`src/ppc_pkg.sv`:
```
package ppc_pkg;

  // default datapath format
  localparam int unsigned DATA_WIDTH = 32;
  localparam int unsigned FRAC_BITS  = 16;

  // configuration port
  localparam int unsigned TOL_W      = 16;
  localparam int unsigned APB_ADDR_W = 3;
  localparam int unsigned APB_DATA_W = 32;

  // register index, taken from paddr[2]
  localparam logic [0:0] RegZeroTol = 1'b0;

  // control flags that ride along with every item
  typedef struct packed {
    logic valid;
    logic neg;
    logic degen;
    logic sat;
  } ppc_flags_t;

endpackage

```
`src/ppc_sqrt_cell.sv`:
```
module ppc_sqrt_cell import ppc_pkg::*; #(
  parameter int unsigned W      = DATA_WIDTH,
  parameter int unsigned SIDE_W = 4 * DATA_WIDTH
) (
  input  logic              clk_i,
  input  logic              rst_ni,
  input  logic              en_i,
  input  ppc_flags_t        flags_i,
  input  logic [W+1:0]      rem_i,
  input  logic [W-1:0]      root_i,
  input  logic [2*W-1:0]    n_i,
  input  logic [SIDE_W-1:0] side_i,
  output ppc_flags_t        flags_o,
  output logic [W+1:0]      rem_o,
  output logic [W-1:0]      root_o,
  output logic [2*W-1:0]    n_o,
  output logic [SIDE_W-1:0] side_o
);

  ppc_flags_t        flags_q;
  logic [W+1:0]      rem_q, rem_d;
  logic [W-1:0]      root_q, root_d;
  logic [2*W-1:0]    n_q;
  logic [SIDE_W-1:0] side_q;

  logic [W+3:0] shifted;
  logic [W+3:0] trial;
  logic [W+4:0] diff;
  logic         take;

  // one root digit: bring down two bits, try root*4+1
  always_comb begin
    shifted = {rem_i, n_i[2*W-1 -: 2]};
    trial   = {2'b00, root_i, 2'b01};
    diff    = {1'b0, shifted} - {1'b0, trial};
    take    = ~diff[W+4];
    rem_d   = take ? diff[W+1:0] : shifted[W+1:0];
    root_d  = {root_i[W-2:0], take};
  end

  // control flags
  always_ff @(posedge clk_i or negedge rst_ni) begin
    if (!rst_ni) begin
      flags_q <= '0;
    end else if (en_i) begin
      flags_q <= flags_i;
    end
  end

  // datapath
  always_ff @(posedge clk_i) begin
    if (en_i) begin
      rem_q  <= rem_d;
      root_q <= root_d;
      n_q    <= {n_i[2*W-3:0], 2'b00};
      side_q <= side_i;
    end
  end

  assign flags_o = flags_q;
  assign rem_o   = rem_q;
  assign root_o  = root_q;
  assign n_o     = n_q;
  assign side_o  = side_q;

endmodule

```
`config.mk`:
```
export PLATFORM = sky130hd
export DESIGN_NAME = ppc_sqrt_cell
export DESIGN_NICKNAME = d
export VERILOG_FILES = /design/src/ppc_pkg.sv /design/src/ppc_sqrt_cell.sv
export SDC_FILE = /design/constraint.sdc
export NUM_CORES = 1
export LEC_CHECK = 0
export BUFFER_PORTS_ARGS = -buffer_cell sky130_fd_sc_hd__buf_2
export CORE_AREA = 2 2 202 204
export DETAILED_ROUTE_END_ITERATION = 7
export DIE_AREA = 0 0 204 206
export PLACE_DENSITY = 0.55
export SETUP_SLACK_MARGIN = 0.1
export SLEW_MARGIN = 20
export SYNTH_ARGS = -nofsm -noshare
export SYNTH_HDL_FRONTEND = slang
export SYNTH_SLANG_ARGS = --single-unit
```
`constraint.sdc`:
```
create_clock -name clk_i -period 1.2 [get_ports clk_i]
set_input_delay 0.12 -clock clk_i [delete_from_list [all_inputs] [get_ports clk_i]]
set_output_delay 0.12 -clock clk_i [all_outputs]
set_load 0.01 [all_outputs]
```
Word-level counts from Yosys, hierarchy flattened
Cells that the tools add are included.
{ "op_classes": {"addsub": 1, "n_mul": 0, "div_mod_pow": 0, "magnitude_cmp": 0, "n_eq_ne": 0, "shifts": 0, "mux": 1, "bitwise": 1, "reduce_logical": 0} }
{ "ops": {"columns": ["op", "n"], "rows": [
  ["$sub 36x34->37", 1],
  ["$mux 34", 1],
  ["$not 1->1", 1]
]} }
{ "word_totals": {"reg_bits": 260, "latchBits": 0, "ramBits": 0, "romBits": 0, "input_bits": 265, "output_inout_bits": 262, "word_cells": 11, "n_memories": 0} }

Longest topological paths before layout
{ "logic_depth": {"depth_word": 2, "mapped_depth": 14, "ltp_nobuf": 12} }

Worst setup path after synthesis
OpenSTA, ideal clock, no wires.
{ "synth_timing": {"path_type": "input port to flip-flop", "startpoint": "input port root_i[0]", "endpoint": "register rem_q[18], in the netlist rem_o[18], data pin", "t_arrival_ps": 2181, "t_required_ps": 938, "setup_slack_ps": -1243, "stages": 12, "n_path_buf": 1, "cell_sequence": "inv_1 ha_1 nor2b_1 o31ai_2 a31oi_2 a21oi_2 o31ai_4 a22oi_2 o21a_1 buf_6 inv_2 mux2_1"} }
{ "synth_via": {"elab_chain_len": 2} }
{ "synth_rtl": {"columns": ["element", "line", "rtl"], "rows": [
  ["from (decl)", "ppc_sqrt_cell.sv:10", "input logic [W-1:0] root_i,"],
  ["$sub 36x34->37", "ppc_sqrt_cell.sv:35", "diff = {1'b0, shifted} - {1'b0, trial};"],
  ["$mux 34", "ppc_sqrt_cell.sv:37", "rem_d = take ? diff[W+1:0] : shifted[W+1:0];"],
  ["named net rem_d[18]", "ppc_sqrt_cell.sv:21", "logic [W+1:0] rem_q, rem_d;"],
  ["to (signal assigned)", "ppc_sqrt_cell.sv:53", "rem_q <= rem_d;"],
  ["to (decl)", "ppc_sqrt_cell.sv:21", null]
]} }
The timed path passes the listed nets, and every way through them passes these cells.
A chain may end at the register's enable or synchronous reset.

Worst setup path in the final report
{ "layout_timing": {"startpoint": "input port root_i[2]", "endpoint": "register rem_q[32], in the netlist rem_o[32], data pin"} }
The elaborated chain is that of the path after synthesis.

==> reports/results.ini <==
[global_routing]
antenna_found_initial=8
grt_pass1_vias=8985
overflow=0
grt_max_degree=37
grt_pass1_wl_mm=52.9
grtUsageTotal=0.167

[placed_design]
postPlaceCellArea_um2=14700
gp_congestion=0.830
port_buffers=524
hpwlAfterDp_mm=27.2

[pwr]
power_density_nw_per_um2=1340
leakage_nw=8.28
peakVddDrop_mv=0.868
switching_power_mw=6.52
p_clk_frac=0.361
power_frac_comb=0.204
sequentialPowerShare=0.436
intPower_mw=19.1
swShare=0.255
p_total_mw=25.6

[synth]
synth_edf_count=256
yosys-top-cells-count=edfxtp_1, nand2_1, inv_1
yosysMostFrequentCell=edfxtp_1
yosys_warnings=0
synth_cells=615
synth-seq-area-share=0.773
synthArstFlopShare=0.0154
syn_area_um2=10100
synth_ff_type=edfxtp_1
synth_cell_types=57
synth_top_area_frac=0.763
ys_top_cells_by_area=edfxtp_1, ha_1, nand2_1
yosys.area.top_type=edfxtp_1
synth-seq-cells=260
synth_area_per_cell_um2=16.4

[timing]
slew_violations=0
grt_setup_unrepaired=true
hold_violations=0
fin_crit_ns=1.97
period_share=1.64
whs_ns=0.00315
max_freq_mhz=507
setup_ws_ns=-0.773
finalSetupTns_ns=-25.18
setup_viol=91
skew_ns=0

[critical_path]
end_kind=register
crit_fanout=12
critical_path_arrival_ns=2.29
start_kind=input port
crit_type=in2reg
crit_required_ns=1.52

[run_status]
status=complete, but fails checks
violations=negative setup slack

[die]
io_pins=527
start_util=0.251
dieArea_um2=42000
coreArea_um2=40200
die_w_um=204
fp.dieH_um=206
placementRows=74

[layout]
drive_gt1_frac=0.509
syn2layout_area_growth_pct=89.5
final_area_um2=19100
finish.utilization=0.475
fin_nets=1873

[drt]
wl_per_cell_um=17.8
first_pass_iters=5
vias=8963
drcViolationCount=0
drtAntennaViolNets=0
wirelength_mm=38.1
routed_via_density=4.20
drtIter0Drc=348

[clock_network]
clk_latency_ns=0.55
path_clk_slew_ns=0.07
cts_tree=built
cts_sinks=260
clockRootBuffer=clkbuf_16
cts_buffers=30
htree_num_levels=1
cts_buffer_depth=3

[min_path]
hold_path.class=in2reg

[job]
cap_violations=0

[layer usage]
layer	GRT usage	vias to the layer above	routed length, um
met5	0	-	27
li1	-	4258	-
met4	0.0606	4	1160
met1	0.189	4326	14500
met3	0.0430	54	2760
met2	0.303	321	19600
[final timing paths]
kind | from | to | slack [ns] | depth (start not counted)
max reg2reg | flags_o[3] | flags_o[3] | 0.44 | 1
min reg2reg | flags_o[2] | flags_o[2] | 0.51 | 1
min | rem_i[32] | rem_o[32] | 0.003 | 3
max in group asynchronous | rst_ni | flags_o[0] | 0.52 | 3
min in group asynchronous | rst_ni | flags_o[2] | 0.48 | 3
max | root_i[2] | rem_o[32] | -0.77 | 14
[flip-flops by register name, indices dropped and copies added, names as in the netlist]
signal,cells
root_o,32
side_o,128
flags_o,4
n_o,62
rem_o,34
[what timing repair did]
item | 4_1_cts | 5_1_grt
hold endpoints to repair | 263 | 0
resized for setup | 117 | 47
pin swaps | 26 | 17
endpoints found under the setup margin | 295 | 295
gates cloned | 2 | 3
buffers inserted | 6 | 3
hold buffers | 261 | 0
[critical path: stages]
cell and delay, ns:
buf_8 0.08, inv_4 0.03, ha_4 0.26, buf_6 0.09, o211a_1 0.17, o31ai_4 0.10, a31oi_4 0.24, a21oi_4 0.11
o31ai_4 0.20, a22oi_2 0.11, o21a_4 0.25, buf_12 0.16, buf_12 0.15, a22o_1 0.21
[layout by cell type (no fill, tap or decap), drive strengths merged, types with 5 or more instances in the layout]
master,Yosys,layout
a21o,13,13
a21oi,32,32
a31oi,6,6
buf,10,678
clkbuf,5,38
clkinv,0,11
diode,0,6
dlygate4sd3,0,261
edfxtp,256,256
ha,33,33
inv,44,48
mux2,6,6
nand2,47,47
nand2b,5,5
nor2,18,18
o21ai,46,46
o31ai,5,5
xnor2,19,19
xor2,12,12
[power by group through the flow]
stage	registers [mW]	logic, mW	clock network, mW
detailed placement	11.3	4.06	0
global route	11.2	5.61	9.81
CTS	11.2	5.10	9.56
finish	11.2	5.22	9.24
floorplan	11.8	1.14	0
global placement	11.3	4.03	0
[logic make-up (layout without fill, tap and decap cells)]
group / count (synthesis) / count (layout) / synth area share
buffers and inverters: 59 / 1041 / 0.0253
other: 1 / 8 / 0.000372
AOI/OAI and AO/OA: 126 / 126 / 0.0808
adders and majority gates: 33 / 33 / 0.0410
xor gates and xnor gates: 31 / 31 / 0.0269
muxes: 8 / 8 / 0.00869
DFF: 260 / 260 / 0.773
and+or+nand+nor: 97 / 97 / 0.0440
[stage by stage]
stage,instances,setup slack (ns)
after floorplan,616,-1.09
after global placement,1800,-1.63
after detailed placement,1800,-1.69
after CTS,2124,-0.791
after global routing,2135,-0.864
final,2136,-0.773
[final cells by class]
| cell class | instances | area (um^2) |
|---|---|---|
| fill | 3553 | 21100 |
| multi-input combinational | 297 | 2490 |
| clock buffer | 35 | 791 |
| timing repair buffer | 942 | 6950 |
| inverter | 44 | 200 |
| clock inverter | 20 | 199 |
| sequential | 260 | 7790 |
| tap | 532 | 666 |
| antenna | 6 | 15.0 |
Note: power is estimated with default switching activity, not from simulation.
