==> src/ppc_pkg.sv <==
package ppc_pkg;

  // default datapath format
  localparam int unsigned DATA_WIDTH = 32;
  localparam int unsigned FRAC_BITS  = 16;

  // configuration port
  localparam int unsigned TOL_W      = 16;
  localparam int unsigned APB_ADDR_W = 3;
  localparam int unsigned APB_DATA_W = 32;

  // register index, taken from paddr[2]
  localparam logic [0:0] RegZeroTol = 1'b0;

  // control flags that ride along with every item
  typedef struct packed {
    logic valid;
    logic neg;
    logic degen;
    logic sat;
  } ppc_flags_t;

endpackage

==> src/ppc_div_cell.sv <==
module ppc_div_cell import ppc_pkg::*; #(
  parameter int unsigned W = DATA_WIDTH
) (
  input  logic           clk_i,
  input  logic           rst_ni,
  input  logic           en_i,
  input  ppc_flags_t     flags_i,
  input  logic [3*W-1:0] rem_i,
  input  logic [3*W-1:0] den_i,
  input  logic [W-1:0]   nb_i,
  input  logic [W-1:0]   q_i,
  output ppc_flags_t     flags_o,
  output logic [3*W-1:0] rem_o,
  output logic [3*W-1:0] den_o,
  output logic [W-1:0]   nb_o,
  output logic [W-1:0]   q_o
);

  ppc_flags_t     flags_q;
  logic [3*W-1:0] rem_q, rem_d;
  logic [3*W-1:0] den_q;
  logic [W-1:0]   nb_q;
  logic [W-1:0]   q_q;

  logic [3*W:0]   shifted;
  logic [3*W+1:0] diff;
  logic           take;

  // one restoring step: shift in next dividend bit, subtract if it fits
  always_comb begin
    shifted = {rem_i, nb_i[W-1]};
    diff    = {1'b0, shifted} - {2'b00, den_i};
    take    = ~diff[3*W+1];
    rem_d   = take ? diff[3*W-1:0] : shifted[3*W-1:0];
  end

  // control flags
  always_ff @(posedge clk_i or negedge rst_ni) begin
    if (!rst_ni) begin
      flags_q <= '0;
    end else if (en_i) begin
      flags_q <= flags_i;
    end
  end

  // datapath
  always_ff @(posedge clk_i) begin
    if (en_i) begin
      rem_q <= rem_d;
      den_q <= den_i;
      nb_q  <= {nb_i[W-2:0], 1'b0};
      q_q   <= {q_i[W-2:0], take};
    end
  end

  assign flags_o = flags_q;
  assign rem_o   = rem_q;
  assign den_o   = den_q;
  assign nb_o    = nb_q;
  assign q_o     = q_q;

endmodule

==> config.mk <==
export PLATFORM = sky130hd
export DESIGN_NAME = ppc_div_cell
export DESIGN_NICKNAME = d
export VERILOG_FILES = /design/src/ppc_pkg.sv /design/src/ppc_div_cell.sv
export SDC_FILE = /design/constraint.sdc
export NUM_CORES = 1
export LEC_CHECK = 0
export BUFFER_PORTS_ARGS = -buffer_cell sky130_fd_sc_hd__buf_2
export CAP_MARGIN = 15
export CORE_MARGIN = 5
export CORE_UTILIZATION = 35
export CTS_CLUSTER_DIAMETER = 200
export CTS_CLUSTER_SIZE = 28
export DETAILED_ROUTE_END_ITERATION = 8
export GPL_ROUTABILITY_DRIVEN = 0
export PLACE_DENSITY = 0.69
export SKIP_LAST_GASP = 1
export SLEW_MARGIN = 25
export SYNTH_ARGS = -nofsm -noshare
export SYNTH_HDL_FRONTEND = slang
export SYNTH_SLANG_ARGS = --single-unit
==> constraint.sdc <==
create_clock -name clk_i -period 2.1 [get_ports clk_i]
set_clock_uncertainty 0.1 [all_clocks]
set_input_delay 0.105 -clock clk_i [delete_from_list [all_inputs] [get_ports clk_i]]
set_output_delay 0.105 -clock clk_i [all_outputs]
set_load 0.03 [all_outputs]
* Word level (Yosys, flattened, before mapping)
Index checks and enable logic that the tools add are counted.
Storage, ports and cells: output and inout bits 260, input bits 263, bits in registers 259
Operators by class: multiplexer cells 1, bitwise logic cells 1, $add $sub $neg 1
Operators by type and width (count):
- $sub 97x96->98 | 1
- $mux 96 | 1
- $not 1->1 | 1

* Logic depth before layout (Yosys ltp)
Gate-level depths: netlist of run 1.
word-level depth 2, mapped depth 17, gate-level depth less buffers 15

* Least setup slack after synthesis of run 1
No wires, ideal clock.
path kind input -> register, from in nb_i[31], to reg rem_q[80], in the netlist rem_o[80], data pin, required time 1.742 ns, setup slack -1.348 ns, buffers on the path 0, data arrival time 3.091 ns, stages on the path 15, library setup time 0.258 ns, cell sequence inv_1 -> ha_1 -> fa_1 -> nor2b_1 -> o31ai_1 -> a21oi_2 -> a32oi_1 -> o41a_1 -> o41a_1 -> o31a_1 -> o21ai_2 -> a31oi_2 -> o31ai_1 -> xnor2_1 -> o21ai_2
Between the ends: longest elaborated chain between the ends 2
RTL lines:
- start: declaration | RTL line ppc_div_cell.sv:10 | input logic [W-1:0] nb_i,
- $sub 97x96->98 | RTL line ppc_div_cell.sv:32 | diff = {1'b0, shifted} - {2'b00, den_i};
- $mux 96 | RTL line ppc_div_cell.sv:34 | rem_d = take ? diff[3*W-1:0] : shifted[3*W-1:0];
- via rem_d[80] | RTL line ppc_div_cell.sv:20 | logic [3*W-1:0] rem_q, rem_d;
- end signal: assignment | RTL line ppc_div_cell.sv:49 | rem_q <= rem_d;
- end: declaration | RTL line ppc_div_cell.sv:20
The timed path passes the listed nets, and every way through them passes these cells. A chain may end at the register's enable or synchronous reset.

* Worst setup path in the final report of run 1
from in nb_i[31], to reg rem_q[88], in the netlist rem_o[88], data pin
The elaborated chain is that of the path after synthesis.

==> summary.txt, run 1 <==
Status
  • Status: complete, but fails checks
  • Violated checks: negative hold slack, negative setup slack

Setup path
  • WP data required: approximately 2.3 ns
  • Startpoint Class: input pin
  • Critical path's top delay family: compound AO/OA/AOI/OAI gates
  • Worst r2r src: flags_o[3]
  • Slowest CP cell: fa_2
  • CP cell instances: buf_8 -> inv_8 -> ha_4 -> fa_2 -> nor2b_4 -> o31ai_2 -> a21oi_2 -> a32oi_2 -> o41a_1 -> o41a_1 -> o31a_1 -> o21ai_2 -> a31oi_4 -> o41ai_2 -> xnor2_1 -> o21ai_2
  • Setup CP Type: input pin to flop
  • Worst Path Buf+Inv: 2
  • R2R setup slack: approximately 0.69 ns
  • Crit Path Max Fanout: 6
  • Worst EP arrival: roughly 3.4 ns
  • CP peak stage delay: between 0.4 and 0.5 ns
  • Critical path endpoint category: flop
  • Critical path origin: nb_i[31]

Floorplan
  • Die width: about 220 um
  • IO Pins: about 520
  • Die ar.: between 40,000 and 50,000 um2
  • Std cell rows: 76
  • Initial core utilization: between 30% and 40%
  • Die Y-Extent: 219 um
  • Core footprint: between 40,000 and 50,000 um2

Logic synthesis
  • Synth Register Bits: roughly 260
  • Main combinational cell family by area after synthesis: compound AO/OA/AOI/OAI gates
  • Syn_nets: about 1,900
  • Ys Warns: 0
  • Post-Synth Simple-Gate Area: 11.6%
  • Synth async-reset ratio: 1.54%
  • Cells after Synth: 1,501
  • Adder-cell share of the synthesized area: approximately 8%
  • Syn avg cell area: 10.2 um2
  • Post-synth EDFFs: roughly 260
  • Proportion of synthesized area in mux cells: 0.870%
  • Register area share after synthesis: approximately 51%
  • Compound-Gate Fraction of Synth Area: between 10% and 20%
  • Top FF cell, synth: edfxtp_1
  • Post-Syn Area: ~15,000 um2
  • XOR/XNOR share of the synthesized area: around 4.9%
  • Synth cell types: between 60 and 70

Layout
  • Layout Nets: ~3,100
  • Area of the multi-input gates: ~8200 um2
  • Share of layout cells above drive strength 1: about 48%
  • Register area: just under 8000 um2
  • P&R area growth vs syn: 80.5%
  • Fillers: 3,225
  • Final instance area: 27,500 um2
  • Final cell count without fillers: between 3,000 and 4,000

Placed design
  • Final HPWL DP: 45,800 um
  • Placed cell count: ~3,000
  • DP Area: roughly 22,000 um2
  • Place WS: -1.78 ns
  • Port Buf Inserts: between 500 and 600

Power and ir drop
  • Worst VDD drop: between 0.5 and 0.6 mV
  • Overall Power: roughly 17,000 uW
  • Leakage power: 0.0125 uW
  • Cell Pwr Density: about 620 nW/um2

Drt
  • WL per Instance: 20.7 um
  • TritonRoute pass-1 iters: 6
  • DR vias: about 17,000
  • Via density: approximately 5.2
  • Routed wire length: just under 70,000 um
  • DRC: 0
  • Initial drt markers: roughly 1,400
  • Routed Antenna Nets: 0

Clocking
  • Clock transition at path regs: 0.12 ns
  • Clk buf depth: 3
  • Sink Count: 259
  • Total CTS buffers: 13
  • Clk Latency, worst-skew pair: 0.52 ns
  • CTS tree: yes
  • Clock Tree Root: clkbuf_16
  • H-tree depth: 1

Min path
  • Hold wc startpoint: nb_i[31]
  • Worst hold-check path type: input pin to flop

Timing
  • RSZ-0062 raised after global routing: true
  • Final hold violation count: 1
  • Worst-Margin Slew: about 0.63 ns
  • Final hold slack: -0.164 ns
  • Minimum clock period: about 3.2 ns
  • Peak Freq: 310 MHz
  • Final period utilization: 153%
  • Final-report max-slew violation count: 0
  • Final setup viols: 97
  • Final setup margin: -1.12 ns
  • Relative slew slack: between 50% and 60%

Global route
  • First-pass GRT wire length: roughly 100,000 um
  • Initial antenna violation count: 17
  • Gr ovfl total: 0
  • Overall global routing resource usage: roughly a quarter
  • Largest net degree at the start of global routing: 65
  • Vias in the first global route: around 18,000

Run
  • Max-cap viol count: 0
-- cell families (layout without fill, tap and decap cells) --
group,after synthesis,after routing
multiplexers,12,12
buffers and inverters,200,1451
AO/OA/AOI/OAI,455,455
AND/OR/NAND/NOR,392,392
other,1,14
XOR/XNOR,85,85
adder cells (fa/ha/maj),97,97
flip-flops,259,259
-- synthesized netlist by cell type (29+ instances only) --
| cell type | count | area, um2 |
|---|---|---|
| xor2_1 | 35 | 307 |
| o21ai_0 | 87 | 435 |
| nand4_1 | 40 | 250 |
| edfxtp_1 | 255 | 7660 |
| inv_1 | 132 | 495 |
| a21o_1 | 61 | 458 |
| o21bai_1 | 29 | 218 |
| nand2_1 | 128 | 480 |
| clkbuf_1 | 44 | 165 |
| xnor2_1 | 50 | 438 |
| a21oi_1 | 178 | 891 |
| ha_1 | 96 | 1200 |
| nor2_1 | 135 | 507 |
-- timing repair --
item                       CTS  global route
resized for setup          244           222
setup endpoints to repair   97            97
pin swaps                   53            57
hold endpoints to repair   292             2
cloned                      20             2
hold buffers               261             1
buffers inserted            44            20
-- flip-flops by register name (all words and copies together), names as in the netlist --
signal   count
q_o         32
flags_o      4
rem_o       96
den_o       96
nb_o        31
-- final timing paths --
kind / endpoint / depth (start not counted)
setup / recovery: rem_o[88] / 16
max in group asynchronous: flags_o[2] / 3
min in group asynchronous: flags_o[3] / 3
hold / removal: rem_o[0] / 3
hold reg to reg: flags_o[2] / 2
setup reg to reg: flags_o[3] / 2
-- worst min-delay path, delay by kind of cell --
| family | cells | cell delay [ns] |
|---|---|---|
| AOI/OAI and AO/OA | 1 | 0.11 |
| buffers and inverters | 1 | 0.09 |
| and+or+nand+nor | 1 | 0.05 |
-- through the flow --
step	setup TNS, ns	util [%]
floorplan	-85.70	-
global placement	-148.40	50.8
detailed placement	-162.20	50.8
CTS	-82.48	62.0
global route	-93.00	63.9
finish	-88.00	63.9
-- routing by layer --
metal	vias up	wire (um)	track usage [%]
li1	7975	-	-
met1	8332	25800	30.5
met2	903	34600	47.5
met3	217	6050	6.28
met4	16	2900	9.76
met5	-	108	0
-- where the power goes --
part	switching (uW)	internal, uW	total, uW
Sequential	194	6370	6570
Clock	1770	1190	2950
Combinational	4180	3290	7470
-- final cells by class --
type	count	area share, %
repair buffers	1300	36.0
flip-flops and latches	259	28.2
multi-input cells	1042	29.8
diodes	13	0.118
well taps	585	2.66
clock inverters	1	0.109
inverters	133	1.89
clock buffers	17	1.24
-- layout by cell type (no fill, tap or decap), types with 7 or more instances in the layout --
cell	n
a21o_1	60
a21oi_1	119
a21oi_2	56
a31oi_1	10
a31oi_4	7
and3_1	11
buf_12	21
buf_16	14
buf_2	510
buf_4	451
buf_6	25
buf_8	15
clkbuf_16	15
diode_2	13
dlygate4sd3_1	262
edfxtp_1	255
ha_1	79
ha_4	16
inv_1	122
nand2_1	102
nand2_2	14
nand2_4	12
nand2b_1	11
nand3_1	14
nand4_1	40
nor2_1	74
nor2_2	18
nor2_4	43
nor3_1	19
o21a_1	11
o21ai_0	49
o21ai_1	17
o21ai_2	26
o21bai_1	29
xnor2_1	47
xor2_1	35
Note: power is estimated with default switching activity, not from simulation.
==> inputs of run 2 (changes only) <==
Settings changed: PLACE_DENSITY 0.69 to 0.6.
==> summary.txt, run 2 (synthesis results as in run 1) <==
Status
  • Status: complete, but fails checks
  • Violated checks: negative hold slack, negative setup slack

Floorplan
  • IO Pins: ~520
  • Die ar.: 47,800 um2
  • Initial core utilization: 35.4%
  • Die Y-Extent: about 220 um
  • Die width: 219 um
  • Core footprint: approximately 43,000 um2
  • Std cell rows: 76

Drt
  • DR vias: ~17,000
  • TritonRoute pass-1 iters: 5
  • DRC: 0
  • WL per Instance: approximately 19 um
  • Initial drt markers: between 1,000 and 1,500
  • Routed wire length: 64,400 um
  • Via density: ~5.0
  • Routed Antenna Nets: 0

Setup path
  • R2R setup slack: approximately 0.68 ns
  • Setup CP Type: input pin to flop
  • Cell count of the worst reg-to-reg path: 2
  • Crit Path Max Fanout: 6
  • WP data required: around 2.3 ns
  • Worst EP arrival: between 3 and 4 ns
  • RR Endpoint: flags_o[3]
  • Startpoint Class: input pin
  • Critical path endpoint category: flop
  • Worst r2r src: flags_o[3]

Timing
  • Worst-Margin Slew: approximately 0.57 ns
  • RSZ-0062 raised after global routing: true
  • Final-report max-slew violation count: 0
  • Final setup viols: slightly below 100
  • Setup TNS: -85.95 ns
  • Final setup margin: -1.12 ns
  • Final hold slack: -0.236 ns
  • Final period utilization: 154%
  • Peak Freq: a little over 300 MHz
  • Final hold violation count: 1
  • Relative slew slack: a little over 60%
  • Minimum clock period: between 3 and 4 ns

Layout
  • P&R area growth vs syn: 78.4%
  • Most frequent cells in the layout: 514 x buf_2, 451 x buf_4, 264 x dlygate4sd3_1, 255 x edfxtp_1, 124 x inv_1
  • Fillers: 3,436
  • Most common cell after layout, fill and taps aside: buf_2
  • Register area: a little under 8000 um2
  • Area of the multi-input gates: 7950 um2
  • Final instance area: roughly 27,000 um2
  • Layout Nets: between 3,000 and 4,000
  • Share of layout cells above drive strength 1: 46.9%

Min path
  • Worst hold-check path type: input pin to flop
  • Hold path endpoint: den_o[1]
  • Hold Path Stages: 2
  • Hold wc startpoint: den_i[1]

Global route
  • Initial antenna violation count: 12
  • Vias in the first global route: ~17,000
  • Overall global routing resource usage: approximately a quarter
  • Gr ovfl total: 0
  • First-pass GRT wire length: ~95,000 um
  • Largest net degree at the start of global routing: 57

Placed design
  • Port Buf Inserts: 520
  • Final HPWL DP: approximately 45,000 um
  • DP Area: 21,900 um2

Clocking
  • CTS tree: yes
  • Clk Latency, worst-skew pair: slightly above 0.5 ns
  • Total CTS buffers: 13
  • H-tree depth: 1
  • Clock transition at path regs: between 0.1 and 0.15 ns
  • Post-CTS Hold Fix Bufs: 264
  • Clk buf depth: 3
  • Clock Tree Root: clkbuf_16
  • Sink Count: 259

Power and ir drop
  • Cell Pwr Density: a little over 600 nW/um2
  • Leakage power: between 0.01 and 0.015 uW
  • Worst VDD drop: a little under 0.7 mV

Run
  • Max-cap viol count: 0
==> run 2: cell types whose count changed in the layout (fill, tap and decap cells not counted), moves of 6 or more <==
cell	before	now
nor2_4	43	6
nor2_1	74	93
nor2_2	18	36
buf_16	14	7
buf_6	25	31
==> run 2: area by class of cell <==
| class | count | share of cell area [%] |
|---|---|---|
| timing repair buffer | 1307 | 36.3 |
| multi-input combinational | 1042 | 29.2 |
| sequential | 259 | 28.5 |
| tap | 585 | 2.69 |
| inverter | 133 | 1.88 |
| clock buffer | 16 | 1.24 |
| clock inverter | 1 | 0.110 |
| antenna | 8 | 0.0736 |
==> run 2: worst max-delay path, stage by stage <==
cell and delay [ns]:
buf_8 0.09, inv_8 0.03, ha_4 0.15, fa_2 0.38
nor2b_4 0.14, o31ai_2 0.08, a21oi_2 0.18, a32oi_2 0.12
o41a_1 0.40, o41a_1 0.41, o31a_1 0.34, o21ai_4 0.22
a31oi_4 0.21, o31ai_2 0.29, xnor2_1 0.17, o21ai_2 0.08
==> run 2: per-layer routing <==
layer	vias to the layer above	track usage (%)	routed length [um]
li1	7968	-	-
met2	574	46.0	32400
met3	116	5.33	4330
met4	12	7.70	2300
met1	7925	29.4	25200
met5	-	0	76
==> run 2: how the worst max path moves through the flow <==
| stage | from | endpoint | slack (ns) | cells after the start |
|---|---|---|---|---|
| after detailed placement | rem_i[0] | rem_o[87] | -2.28 | 17 |
| after global routing | nb_i[31] | rem_o[80] | -1.21 | 16 |
| after floorplan | nb_i[31] | rem_o[80] | -1.14 | 15 |
| final | nb_i[31] | rem_o[80] | -1.12 | 16 |
| after global placement | den_i[1] | rem_o[87] | -2.52 | 18 |
| after CTS | nb_i[31] | rem_o[80] | -1.11 | 16 |
==> run 2: metrics by stage <==
stage / instances / worst slack [ns] / power (uW) / utilization, %
floorplan: 1501 / -1.14 / 9800 / -
global placement: 2996 / -2.52 / 12400 / 50.9
detailed placement: 2996 / -2.28 / 12500 / 50.9
CTS: 3338 / -1.11 / 16500 / 62.2
global route: 3348 / -1.21 / 17400 / 63.2
finish: 3351 / -1.12 / 16700 / 63.2
==> run 2: where the power goes <==
part	switching (uW)	total [uW]	internal (uW)
clock network	1730	2910	1180
logic	3980	7220	3230
registers	174	6550	6370
total	5890	16700	10800
==> run 2: timing repair <==
action	CTS	global route
endpoints found under the setup margin	97	97
setup buffers	48	21
pin swaps	56	41
endpoints found under the hold margin	287	1
cloned	18	1
gates resized for setup	240	152
==> inputs of run 3 (changes only) <==
Settings changed: CORE_AREA from default to 5 5 200 202, CORE_MARGIN 5 to default, CORE_UTILIZATION 35 to default, DIE_AREA from default to 0 0 205 207, PLACE_DENSITY 0.6 to 0.67.
==> summary.txt, run 3 (synthesis results as in run 1) <==
Status
  • Status: complete, but fails checks
  • Violated checks: negative hold slack, negative setup slack

Floorplan
  • Initial core utilization: between 40 and 50%
  • Die ar.: 42,400 um2
  • Std cell rows: slightly above 70
  • IO Pins: about 520
  • Core footprint: ~38,000 um2
  • Die Y-Extent: ~210 um
  • Die width: ~210 um

Clocking
  • Total CTS buffers: 13
  • Clock transition at path regs: 0.12 ns
  • Clk buf depth: 3
  • Clock Tree Root: clkbuf_16
  • CTS tree: yes
  • Clk Latency, worst-skew pair: around 0.51 ns
  • Sink Count: between 200 and 300
  • H-tree depth: 1
  • Post-CTS Hold Fix Bufs: 262

Run
  • Max-cap viol count: 0

Placed design
  • Placed cell count: 2,924
  • Final HPWL DP: around 45,000 um
  • DP Area: around 22,000 um2
  • Port Buf Inserts: 520

Min path
  • Hold wc startpoint: nb_i[31]
  • Hold Path Stages: 3
  • Hold path endpoint: rem_o[0]
  • Worst hold-check path type: input pin to flop

Drt
  • WL per Instance: between 20 and 25 um
  • Routed Antenna Nets: 0
  • Routed wire length: just under 70,000 um
  • TritonRoute pass-1 iters: 5
  • DR vias: 17,304
  • DRC: 0
  • Initial drt markers: 1,319
  • Via density: 5.31

Setup path
  • WP data required: 2.28 ns
  • CP peak stage delay: just under 0.5 ns
  • Crit Path Max Fanout: 6
  • RR Endpoint: flags_o[1]
  • Startpoint Class: input pin
  • Slowest CP cell: a2111o_1
  • Critical path endpoint category: flop
  • Critical path's top delay family: compound AO/OA/AOI/OAI gates
  • Setup CP Type: input pin to flop
  • Worst EP arrival: around 3.4 ns
  • R2R setup slack: between 0.6 and 0.7 ns
  • CP cell instances: buf_2 -> inv_1 -> ha_4 -> a21o_1 -> a21oi_2 -> buf_4 -> a2111o_1 -> a31oi_4 -> o21ai_1 -> buf_4 -> a2111oi_4 -> nor3b_2 -> o21ai_2 -> a31oi_4 -> buf_12 -> buf_12 -> buf_6 -> nor3_4 -> mux2_4 -> nor3_1
  • Worst r2r src: flags_o[1]
  • Worst Path Buf+Inv: 7
  • Cell count of the worst reg-to-reg path: 2

Layout
  • Most frequent cells in the layout: 515 x buf_2, 449 x buf_4, 262 x dlygate4sd3_1, 255 x edfxtp_1, 128 x inv_1
  • Most common cell after layout, fill and taps aside: buf_2
  • Final cell count without fillers: ~3,300
  • Share of layout cells above drive strength 1: 46.2%
  • Layout Nets: about 3,100
  • Final core utilization: approximately 70%
  • Final instance area: ~27,000 um2
  • P&R area growth vs syn: 75.5%

Global route
  • Largest net degree at the start of global routing: 57
  • First-pass GRT wire length: 99,600 um
  • Gr ovfl total: 0
  • Overall global routing resource usage: ~30%
  • Initial antenna violation count: 5
  • Vias in the first global route: approximately 18,000

Timing
  • Final period utilization: 155%
  • RSZ-0062 raised after global routing: true
  • Final hold violation count: 1
  • Final setup margin: -1.15 ns
  • Final setup viols: 97
  • Final-report max-slew violation count: 0
  • Peak Freq: roughly 300 MHz
  • Minimum clock period: between 3 and 4 ns
  • Final hold slack: -0.159 ns

Power and ir drop
  • Worst VDD drop: about 0.77 mV
  • Overall Power: between 15,000 and 20,000 uW
  • Leakage power: 0.0124 uW
  • Cell Pwr Density: 628 nW/um2
[run 3: worst max-delay path by stage]
| stage | start | end | slack (ns) | cells after the start |
|---|---|---|---|---|
| 2_1_floorplan | nb_i[31] | rem_o[80] | -1.14 | 15 |
| 3_3_place_gp | nb_i[31] | rem_o[88] | -1.63 | 16 |
| 3_5_place_dp | rem_i[0] | rem_o[83] | -1.77 | 17 |
| 4_1_cts | nb_i[31] | rem_o[92] | -0.99 | 16 |
| 5_1_grt | den_i[3] | rem_o[82] | -1.26 | 20 |
| 6_report | den_i[3] | rem_o[82] | -1.15 | 20 |
[run 3: cell type report]
type	count	area, um2
antenna	4	10.0
clock buffer	17	340
clock inverter	1	30.0
fill	2684	11300
inverter	133	522
multi-input combinational	1042	7820
sequential	259	7760
tap	518	648
timing repair buffer	1287	9640
[run 3: metal layers]
layer / vias up / part of all wire, % / GRT usage (%)
met5: - / 0.044 / 0
met4: 4 / 5.1 / 11.2
met3: 241 / 8.0 / 5.71
met2: 902 / 50 / 53.0
met1: 8248 / 37 / 34.8
li1: 7909 / - / -
[run 3: through the flow]
| step | setup TNS [ns] | setup slack [ns] |
|---|---|---|
| floorplan | -85.70 | -1.14 |
| global placement | -141.72 | -1.63 |
| detailed placement | -151.27 | -1.77 |
| CTS | -85.95 | -0.991 |
| global route | -110.00 | -1.26 |
| finish | -98.69 | -1.15 |
[run 3: worst reg2reg max path: stages, from the launching register on]
cell and delay [ns]:
dfrtp_1 0.41, mux2_2 0.26, dlygate4sd3_1 0.57
[run 3: where the power goes]
| group | switching [uW] | leakage, uW | internal (uW) |
|---|---|---|---|
| sequential | 197 | 0.00254 | 6370 |
| clock | 1760 | 0.000176 | 1190 |
| combinational | 4100 | 0.00970 | 3170 |
| total | 6060 | 0.0124 | 10700 |
[run 3: timing repair]
action                     in CTS  in global routing
hold endpoints to repair      295                  1
buffers inserted               40                 20
pin swaps                      41                 44
gates resized for setup       191                182
gates cloned                   17                  0
setup endpoints to repair      97                 97
